File: src/rtl/core/modexp_pkg.sv
// ----------------------------------------------------------------------------
// modexp_pkg
// Shared types for the modular exponentiation block: controller states and
// the command / status bundles between controller and datapath.
// ----------------------------------------------------------------------------
package modexp_pkg;

  typedef enum logic [2:0] {
    S_IDLE,
    S_REDUCE,
    S_CHECK,
    S_MUL_RES,
    S_MUL_SQR,
    S_FINISH
  } modexp_state_t;

  typedef struct packed {
    logic load;      // capture operands from the input beat
    logic red_step;  // one restoring step of base % modulus
    logic mul_start; // clear accumulator, latch multiplier bits
    logic mul_step;  // one shift-add step of the modular product
    logic sel_sqr;   // 0: res * b, 1: b * b
    logic commit;    // write the finished product back
    logic out_load;  // move the result into the output register
  } modexp_cmd_t;

  typedef struct packed {
    logic cnt_last;  // bit counter at its final step
    logic trivial;   // zero exponent or zero modulus
    logic exp_zero;  // no exponent bits left
    logic exp_bit0;  // current exponent bit
  } modexp_sts_t;

endpackage

File: src/rtl/core/modular_exponentiation.sv
// ----------------------------------------------------------------------------
// modular_exponentiation
// Computes base^exponent mod modulus by right-to-left square-and-multiply.
// ----------------------------------------------------------------------------
// One beat in, one beat out. The block works on one item at a time; the base
// reduction runs through a restoring remainder unit and every product through
// one shift-add modular multiplier that retires one multiplier bit per cycle.
// A zero exponent or zero modulus skips the reduction and the products. A zero
// exponent returns 1 regardless of modulus. The output register lets the next
// item be accepted while the previous result waits on out_stall.
// ----------------------------------------------------------------------------
module modular_exponentiation #(
  parameter int OPERAND_BITS = 31
) (
  input  logic                    clk,
  input  logic                    rst_n,
  input  logic                    in_valid,
  output logic                    in_stall,
  input  logic [OPERAND_BITS-1:0] in_base_value,
  input  logic [OPERAND_BITS-1:0] in_exponent,
  input  logic [OPERAND_BITS-1:0] in_modulus,
  output logic                    out_valid,
  input  logic                    out_stall,
  output logic [OPERAND_BITS-1:0] out_power_result
);
  import modexp_pkg::*;

  modexp_cmd_t             cmd;
  modexp_sts_t             sts;
  logic [OPERAND_BITS-1:0] res_value;
  logic                    out_free;
  logic                    out_valid_r;
  logic [OPERAND_BITS-1:0] out_power_result_r;

  modexp_ctrl u_ctrl (
    .clk      (clk),
    .rst_n    (rst_n),
    .in_valid (in_valid),
    .in_stall (in_stall),
    .out_free (out_free),
    .sts      (sts),
    .cmd      (cmd)
  );

  modexp_dp #(
    .OPERAND_BITS (OPERAND_BITS)
  ) u_dp (
    .clk           (clk),
    .rst_n         (rst_n),
    .cmd           (cmd),
    .sts           (sts),
    .in_base_value (in_base_value),
    .in_exponent   (in_exponent),
    .in_modulus    (in_modulus),
    .res_value     (res_value)
  );

  assign out_free = !out_valid_r || !out_stall;

  always_ff @(posedge clk) begin
    if (!rst_n) begin
      out_valid_r <= 1'b0;
    end else if (cmd.out_load) begin
      out_valid_r <= 1'b1;
    end else if (!out_stall) begin
      out_valid_r <= 1'b0;
    end
  end

  always_ff @(posedge clk) begin
    if (cmd.out_load) begin
      out_power_result_r <= res_value;
    end
  end

  assign out_valid        = out_valid_r;
  assign out_power_result = out_power_result_r;

endmodule

File: src/rtl/core/modexp_dp.sv
// ----------------------------------------------------------------------------
// modexp_dp
// Datapath: operand registers, restoring remainder unit for the initial base
// reduction and a bit-serial shift-add modular multiplier.
// ----------------------------------------------------------------------------
module modexp_dp #(
  parameter int OPERAND_BITS = 31
) (
  input  logic                    clk,
  input  logic                    rst_n,
  input  modexp_pkg::modexp_cmd_t cmd,
  output modexp_pkg::modexp_sts_t sts,
  input  logic [OPERAND_BITS-1:0] in_base_value,
  input  logic [OPERAND_BITS-1:0] in_exponent,
  input  logic [OPERAND_BITS-1:0] in_modulus,
  output logic [OPERAND_BITS-1:0] res_value
);
  import modexp_pkg::*;

  localparam int W  = OPERAND_BITS;
  localparam int CW = $clog2(OPERAND_BITS);

  logic [W-1:0]  div_r;
  logic [W-1:0]  b_r;
  logic [W-1:0]  exp_r;
  logic [W-1:0]  mod_r;
  logic [W-1:0]  res_r;
  logic [W-1:0]  acc_r;
  logic [W-1:0]  mulq_r;
  logic [CW-1:0] cnt_r;

  logic [W:0]    red_t;
  logic [W-1:0]  red_nxt;
  logic [W-1:0]  mul_a;
  logic [W+1:0]  mul_s;
  logic [W+1:0]  m1;
  logic [W+1:0]  m2;
  logic [W+1:0]  mul_red;
  logic [W-1:0]  acc_nxt;
  logic [W-1:0]  res_init;

  // restoring remainder step: shift in next dividend bit, subtract if it fits
  always_comb begin
    red_t = {b_r, div_r[W-1]};
    if (red_t >= {1'b0, mod_r}) begin
      red_nxt = W'(red_t - {1'b0, mod_r});
    end else begin
      red_nxt = red_t[W-1:0];
    end
  end

  // acc*2 + a*bit lies below 3*m; pick among s, s-m, s-2m
  always_comb begin
    mul_a = cmd.sel_sqr ? b_r : res_r;
    mul_s = {1'b0, acc_r, 1'b0} + {2'b00, mul_a & {W{mulq_r[W-1]}}};
    m1    = {2'b00, mod_r};
    m2    = {1'b0, mod_r, 1'b0};
    if (mul_s >= m2) begin
      mul_red = mul_s - m2;
    end else if (mul_s >= m1) begin
      mul_red = mul_s - m1;
    end else begin
      mul_red = mul_s;
    end
    acc_nxt = mul_red[W-1:0];
  end

  // zero exponent gives 1; a modulus of one or zero gives 0 otherwise
  always_comb begin
    if (in_exponent == '0) begin
      res_init = W'(1);
    end else if (in_modulus <= W'(1)) begin
      res_init = '0;
    end else begin
      res_init = W'(1);
    end
  end

  always_ff @(posedge clk) begin
    if (!rst_n) begin
      cnt_r <= '0;
    end else if (cmd.load) begin
      cnt_r <= '0;
    end else if (cmd.red_step || cmd.mul_step) begin
      if (sts.cnt_last) begin
        cnt_r <= '0;
      end else begin
        cnt_r <= cnt_r + CW'(1);
      end
    end
  end

  always_ff @(posedge clk) begin
    if (cmd.load) begin
      div_r <= in_base_value;
      b_r   <= '0;
      exp_r <= in_exponent;
      mod_r <= in_modulus;
      res_r <= res_init;
    end
    if (cmd.red_step) begin
      b_r   <= red_nxt;
      div_r <= {div_r[W-2:0], 1'b0};
    end
    // start wins over the step so a commit can chain into the next product
    if (cmd.mul_start) begin
      acc_r  <= '0;
      mulq_r <= b_r;
    end else if (cmd.mul_step) begin
      acc_r  <= acc_nxt;
      mulq_r <= {mulq_r[W-2:0], 1'b0};
    end
    if (cmd.commit) begin
      if (cmd.sel_sqr) begin
        b_r   <= acc_nxt;
        exp_r <= exp_r >> 1;
      end else begin
        res_r <= acc_nxt;
      end
    end
  end

  always_comb begin
    sts.cnt_last = (cnt_r == CW'(W - 1));
    sts.trivial  = (exp_r == '0) || (mod_r == '0);
    sts.exp_zero = (exp_r == '0);
    sts.exp_bit0 = exp_r[0];
  end

  assign res_value = res_r;

  a_res_reduced: assert property (@(posedge clk) disable iff (!rst_n)
    cmd.commit && !cmd.sel_sqr |=> res_r < mod_r)
    else $error("result product not reduced");

  a_base_reduced: assert property (@(posedge clk) disable iff (!rst_n)
    cmd.commit && cmd.sel_sqr |=> b_r < mod_r)
    else $error("squared base not reduced");

endmodule

File: src/rtl/core/modexp_ctrl.sv
// ----------------------------------------------------------------------------
// modexp_ctrl
// Controller: sequences base reduction, then per exponent bit an optional
// result product and a squaring, then hands the result to the output stage.
// ----------------------------------------------------------------------------
module modexp_ctrl (
  input  logic                    clk,
  input  logic                    rst_n,
  input  logic                    in_valid,
  output logic                    in_stall,
  input  logic                    out_free,
  input  modexp_pkg::modexp_sts_t sts,
  output modexp_pkg::modexp_cmd_t cmd
);
  import modexp_pkg::*;

  modexp_state_t state_r;
  modexp_state_t state_nxt;

  always_ff @(posedge clk) begin
    if (!rst_n) begin
      state_r <= S_IDLE;
    end else begin
      state_r <= state_nxt;
    end
  end

  always_comb begin
    state_nxt = state_r;
    case (state_r)
      S_IDLE: begin
        if (in_valid) state_nxt = S_REDUCE;
      end
      S_REDUCE: begin
        if (sts.trivial) begin
          state_nxt = S_FINISH;
        end else if (sts.cnt_last) begin
          state_nxt = S_CHECK;
        end
      end
      S_CHECK: begin
        if (sts.exp_zero) begin
          state_nxt = S_FINISH;
        end else if (sts.exp_bit0) begin
          state_nxt = S_MUL_RES;
        end else begin
          state_nxt = S_MUL_SQR;
        end
      end
      S_MUL_RES: begin
        if (sts.cnt_last) state_nxt = S_MUL_SQR;
      end
      S_MUL_SQR: begin
        if (sts.cnt_last) state_nxt = S_CHECK;
      end
      S_FINISH: begin
        if (out_free) state_nxt = S_IDLE;
      end
      default: state_nxt = S_IDLE;
    endcase
  end

  always_comb begin
    cmd      = '0;
    in_stall = 1'b1;
    case (state_r)
      S_IDLE: begin
        in_stall = 1'b0;
        cmd.load = in_valid;
      end
      S_REDUCE: begin
        cmd.red_step = !sts.trivial;
      end
      S_CHECK: begin
        cmd.mul_start = !sts.exp_zero;
      end
      S_MUL_RES: begin
        cmd.mul_step = 1'b1;
        if (sts.cnt_last) begin
          cmd.commit    = 1'b1;
          cmd.mul_start = 1'b1;
        end
      end
      S_MUL_SQR: begin
        cmd.mul_step = 1'b1;
        cmd.sel_sqr  = 1'b1;
        cmd.commit   = sts.cnt_last;
      end
      S_FINISH: begin
        cmd.out_load = out_free;
      end
      default: begin
        cmd = '0;
      end
    endcase
  end

  a_load_reduce: assert property (@(posedge clk) disable iff (!rst_n)
    cmd.load |=> state_r == S_REDUCE)
    else $error("accepted beat did not start reduction");

  a_commit_last: assert property (@(posedge clk) disable iff (!rst_n)
    cmd.commit |-> sts.cnt_last && (state_r == S_MUL_RES || state_r == S_MUL_SQR))
    else $error("product committed before its last step");

endmodule

File: config.mk
export PLATFORM = sky130hd
export DESIGN_NAME = modular_exponentiation
export DESIGN_NICKNAME = d
export VERILOG_FILES = /design/src/rtl/core/modexp_pkg.sv /design/src/rtl/core/modular_exponentiation.sv /design/src/rtl/core/modexp_dp.sv /design/src/rtl/core/modexp_ctrl.sv
export SDC_FILE = /design/constraint.sdc
export NUM_CORES = 1
export LEC_CHECK = 0
export BUFFER_PORTS_ARGS = -buffer_cell sky130_fd_sc_hd__buf_2
export CAP_MARGIN = 15
export CORE_MARGIN = 2
export CORE_UTILIZATION = 52
export CTS_BUF_LIST = sky130_fd_sc_hd__clkbuf_8
export CTS_CLUSTER_DIAMETER = 80
export CTS_CLUSTER_SIZE = 12
export DETAILED_ROUTE_END_ITERATION = 8
export PLACE_DENSITY = 0.68
export SLEW_MARGIN = 20
export SYNTH_ARGS = -nofsm -noshare
export SYNTH_HDL_FRONTEND = slang
export SYNTH_SLANG_ARGS = --single-unit
File: constraint.sdc
create_clock -name clk -period 9.4 [get_ports clk]
set_clock_uncertainty 0.05 [all_clocks]
set_input_delay 1.41 -clock clk [delete_from_list [all_inputs] [get_ports clk]]
set_output_delay 1.41 -clock clk [all_outputs]
set_load 0.02 [all_outputs]
==> impl_metrics.py <==
metrics = {
    "logic_synthesis": {
        "synth_top_area_share_pct": 20.8,
        "syn_avg_cell_area_um2": 8.84,
        "yosysWarnings": 0,
        "synthDistinctLibCells": 91,
        "synthCells": 2005,
        "synth_fp_nets": 2231,
        "netlist_top_cells_area": "edfxtp_1 (21%), dfxtp_1 (15%), ha_1 (8.8%), nand2_1 (4.6%), a21oi_1 (4.3%)",
        "synth_area_leader_cell": "edfxtp_1",
        "yosysSeqAreaShare_pct": 36.0,
        "synthArstFlopShare_pct": 0,
        "ys.flop_type": "dfxtp_1",
        "ys_ff_latch": 257,
        "synth_area_um2": 17700,
        "synth-edff-count": 123,
    },
    "route": {
        "dr_total_vias": 16416,
        "finalWirelength_mm": 56.6,
        "ant_nets": 0,
        "drc_errors": 0,
        "drtIter0Drc": 1334,
        "vias_per_cell": 6.43,
        "wl_per_cell_um": 22.2,
        "firstDrtPassIters": 5,
    },
    "clock_tree": {
        "cts_hold_buf": 0,
        "cts.path.max_buffers": 3,
        "post_cts_resized": 0,
        "cts.htree.levels": 1,
        "cts_tree": "done",
        "cts_buffers": 27,
        "root_buffer": "clkbuf_8",
        "cts_setup_buffers": 0,
        "clk_latency_ns": 0.60,
        "cts_sinks": 257,
        "clkTransAtPathRegs_ns": 0.09,
    },
    "timing": {
        "finalCritPeriodShare_pct": 81.7,
        "fmaxAchievable_mhz": 130,
        "drv_slew": 0,
        "worst_slack_ns": 1.72,
        "hold_viol": 0,
        "finalSetupViolCount": 0,
        "finalSetupTns_ns": 0,
        "fin_crit_ns": 7.68,
        "tightest_slew_ns": 1.06,
        "rsz0062_at_grt": "no",
        "slew_headroom_pct": 29.4,
    },
    "layout": {
        "mostFrequentLayoutCells": "nand2_1 (216), a21oi_1 (152), dfxtp_1 (134)",
        "area_delta_synth_final_pct": 8.64,
        "nNetsFinal": 2312,
        "final_common_cell": "nand2_1",
        "final_cells": 2554,
        "finalInstanceArea_um2": 19200,
        "antenna_cells": 0,
        "layout-drive-gt1-share_pct": 13.0,
    },
    "status": {
        "status": "finished, final reports clean",
    },
    "worst_setup_path": {
        "crit_path_end_kind": "register",
        "crit_slowest_cell": "a2111oi_1",
        "path_class": "register to register",
        "path_cells": "nand2b_1, buf_4, nand2_1, a21boi_0, ha_1, o21ai_0, o21ai_1, or4b_4, a31oi_4, a21o_1, mux2_2, a2111oi_1, ha_1, inv_1, nor2_1, and2_1, a31oi_1, o21ai_0, a31oi_2, o21a_1, a21oi_1, a211oi_1, o22ai_1",
        "max_stage_delay_ns": 0.85,
        "crit_fanout": 30,
        "required_ns": 9.82,
        "start_kind": "register",
        "cp.arrival_ns": 8.10,
    },
    "grt": {
        "grt_pass1_vias": 15221,
        "grt_overflow": 0,
        "grt_max_degree": 95,
        "grt_antenna_before_repair": 2,
        "grt_pass1_wl_mm": 86.3,
        "grtUsageTotal_pct": 31.0,
    },
    "placed_design": {
        "gp_congestion": 1.01,
        "post_dp_cell_area_um2": 18700,
        "dp.cells": 2504,
        "dp.final_hpwl_mm": 43.3,
        "place_ws_ns": 1.53,
        "io_buffers": 129,
    },
    "power_and_ir_drop": {
        "power.total_mw": 3.05,
        "powerDensity_nw_per_um2": 159,
        "peakVddDrop_uv": 126,
        "power_leakage_nw": 8.18,
    },
    "hold_path": {
        "hold_path_class": "register to register",
    },
    "floorplanning": {
        "initial_utilization_pct": 52.8,
        "num_io_pins": 130,
        "die_y_um": 189,
        "num_rows": 67,
        "coreArea_um2": 33500,
        "die_w_um": 189,
        "dieArea_um2": 35600,
    },
    "run": {
        "maxCapViolCount": 0,
    },
}
sequential cells by signal, indices dropped and copies added (netlist names):
| name | cells |
|---|---|
| out_power_result | 31 |
| out_valid | 1 |
| u_ctrl.state_r | 3 |
| u_dp.acc_r | 31 |
| u_dp.b_r | 31 |
| u_dp.cnt_r | 5 |
| u_dp.div_r | 31 |
| u_dp.exp_r | 31 |
| u_dp.mod_r | 31 |
| u_dp.mulq_r | 31 |
| u_dp.res_value | 31 |
layout make-up:
type	instances	area (um^2)
multi-input combinational	1587	10800
tap	448	561
inverter	64	241
clock buffer	28	385
fill	3111	14300
timing repair buffer	149	803
sequential	257	6380
clock inverter	21	109
cell usage after synthesis, types with 31 or more instances:
cell	count
nand2_1	218
a21oi_1	153
dfxtp_1	134
nor2_1	133
o21ai_0	128
ha_1	125
edfxtp_1	123
clkbuf_1	86
xnor2_1	65
a21o_1	64
inv_1	64
a31oi_1	53
nand3_1	51
mux2_2	47
a21boi_0	38
and3_1	34
xor2_1	34
a22o_1	32
nor4_1	31
path summary, 6_finish.rpt:
kind                                                startpoint                          to  slack, ns  depth (start not counted)
worst max-delay path            u_ctrl.state_r[0]$_SDFFE_PN0P_        u_dp.b_r[28]$_DFF_P_       1.72                         23
worst min-delay path                u_dp.div_r[0]$_SDFFE_PP0P_  u_dp.div_r[0]$_SDFFE_PP0P_       0.42                          2
worst max register to register  u_ctrl.state_r[0]$_SDFFE_PN0P_        u_dp.b_r[28]$_DFF_P_       1.72                         23
worst min register to register      u_dp.div_r[0]$_SDFFE_PP0P_  u_dp.div_r[0]$_SDFFE_PP0P_       0.42                          2
cells by family after synthesis:
logic type | synth area share [%]
AO/OA/AOI/OAI | 25.5
AND/OR/NAND/NOR | 16.6
flip-flops | 36.0
buffers and inverters | 3.55
adder cells (fa/ha/maj) | 9.28
XOR/XNOR | 4.89
multiplexers | 4.17
where the power goes:
group	switching (mW)	leakage [nW]	internal [mW]
sequential	0.157	2.24	1.27
combinational	0.533	5.62	0.386
clock	0.417	0.316	0.285
total	1.11	8.18	1.95
metal layers:
metal  up-vias  wire length, um  GRT usage [%]
li1       7698                -              -
met1      7786            22800           39.0
met2       755            25800           50.5
met3       177             4000           4.47
met4         0             3980           19.2
met5         -                0              0
worst max-delay path: cells and delay by family, from the launching register on:
family,cells,cell delay [ns]
adder cells (fa/ha/maj),2,0.68
AND/OR/NAND/NOR,5,1.18
AO/OA/AOI/OAI,13,4.02
buffers and inverters,2,0.52
flip-flops,1,0.72
multiplexers,1,0.35
metrics by stage:
step / utilization, % / hold slack [ns]
2_1_floorplan: - / 0.372
3_3_place_gp: 55.9 / 0.397
3_5_place_dp: 55.9 / 0.399
4_1_cts: 57.3 / 0.415
5_1_grt: 57.4 / 0.436
6_report: 57.4 / 0.416
Power figures use the tool's default switching activity.
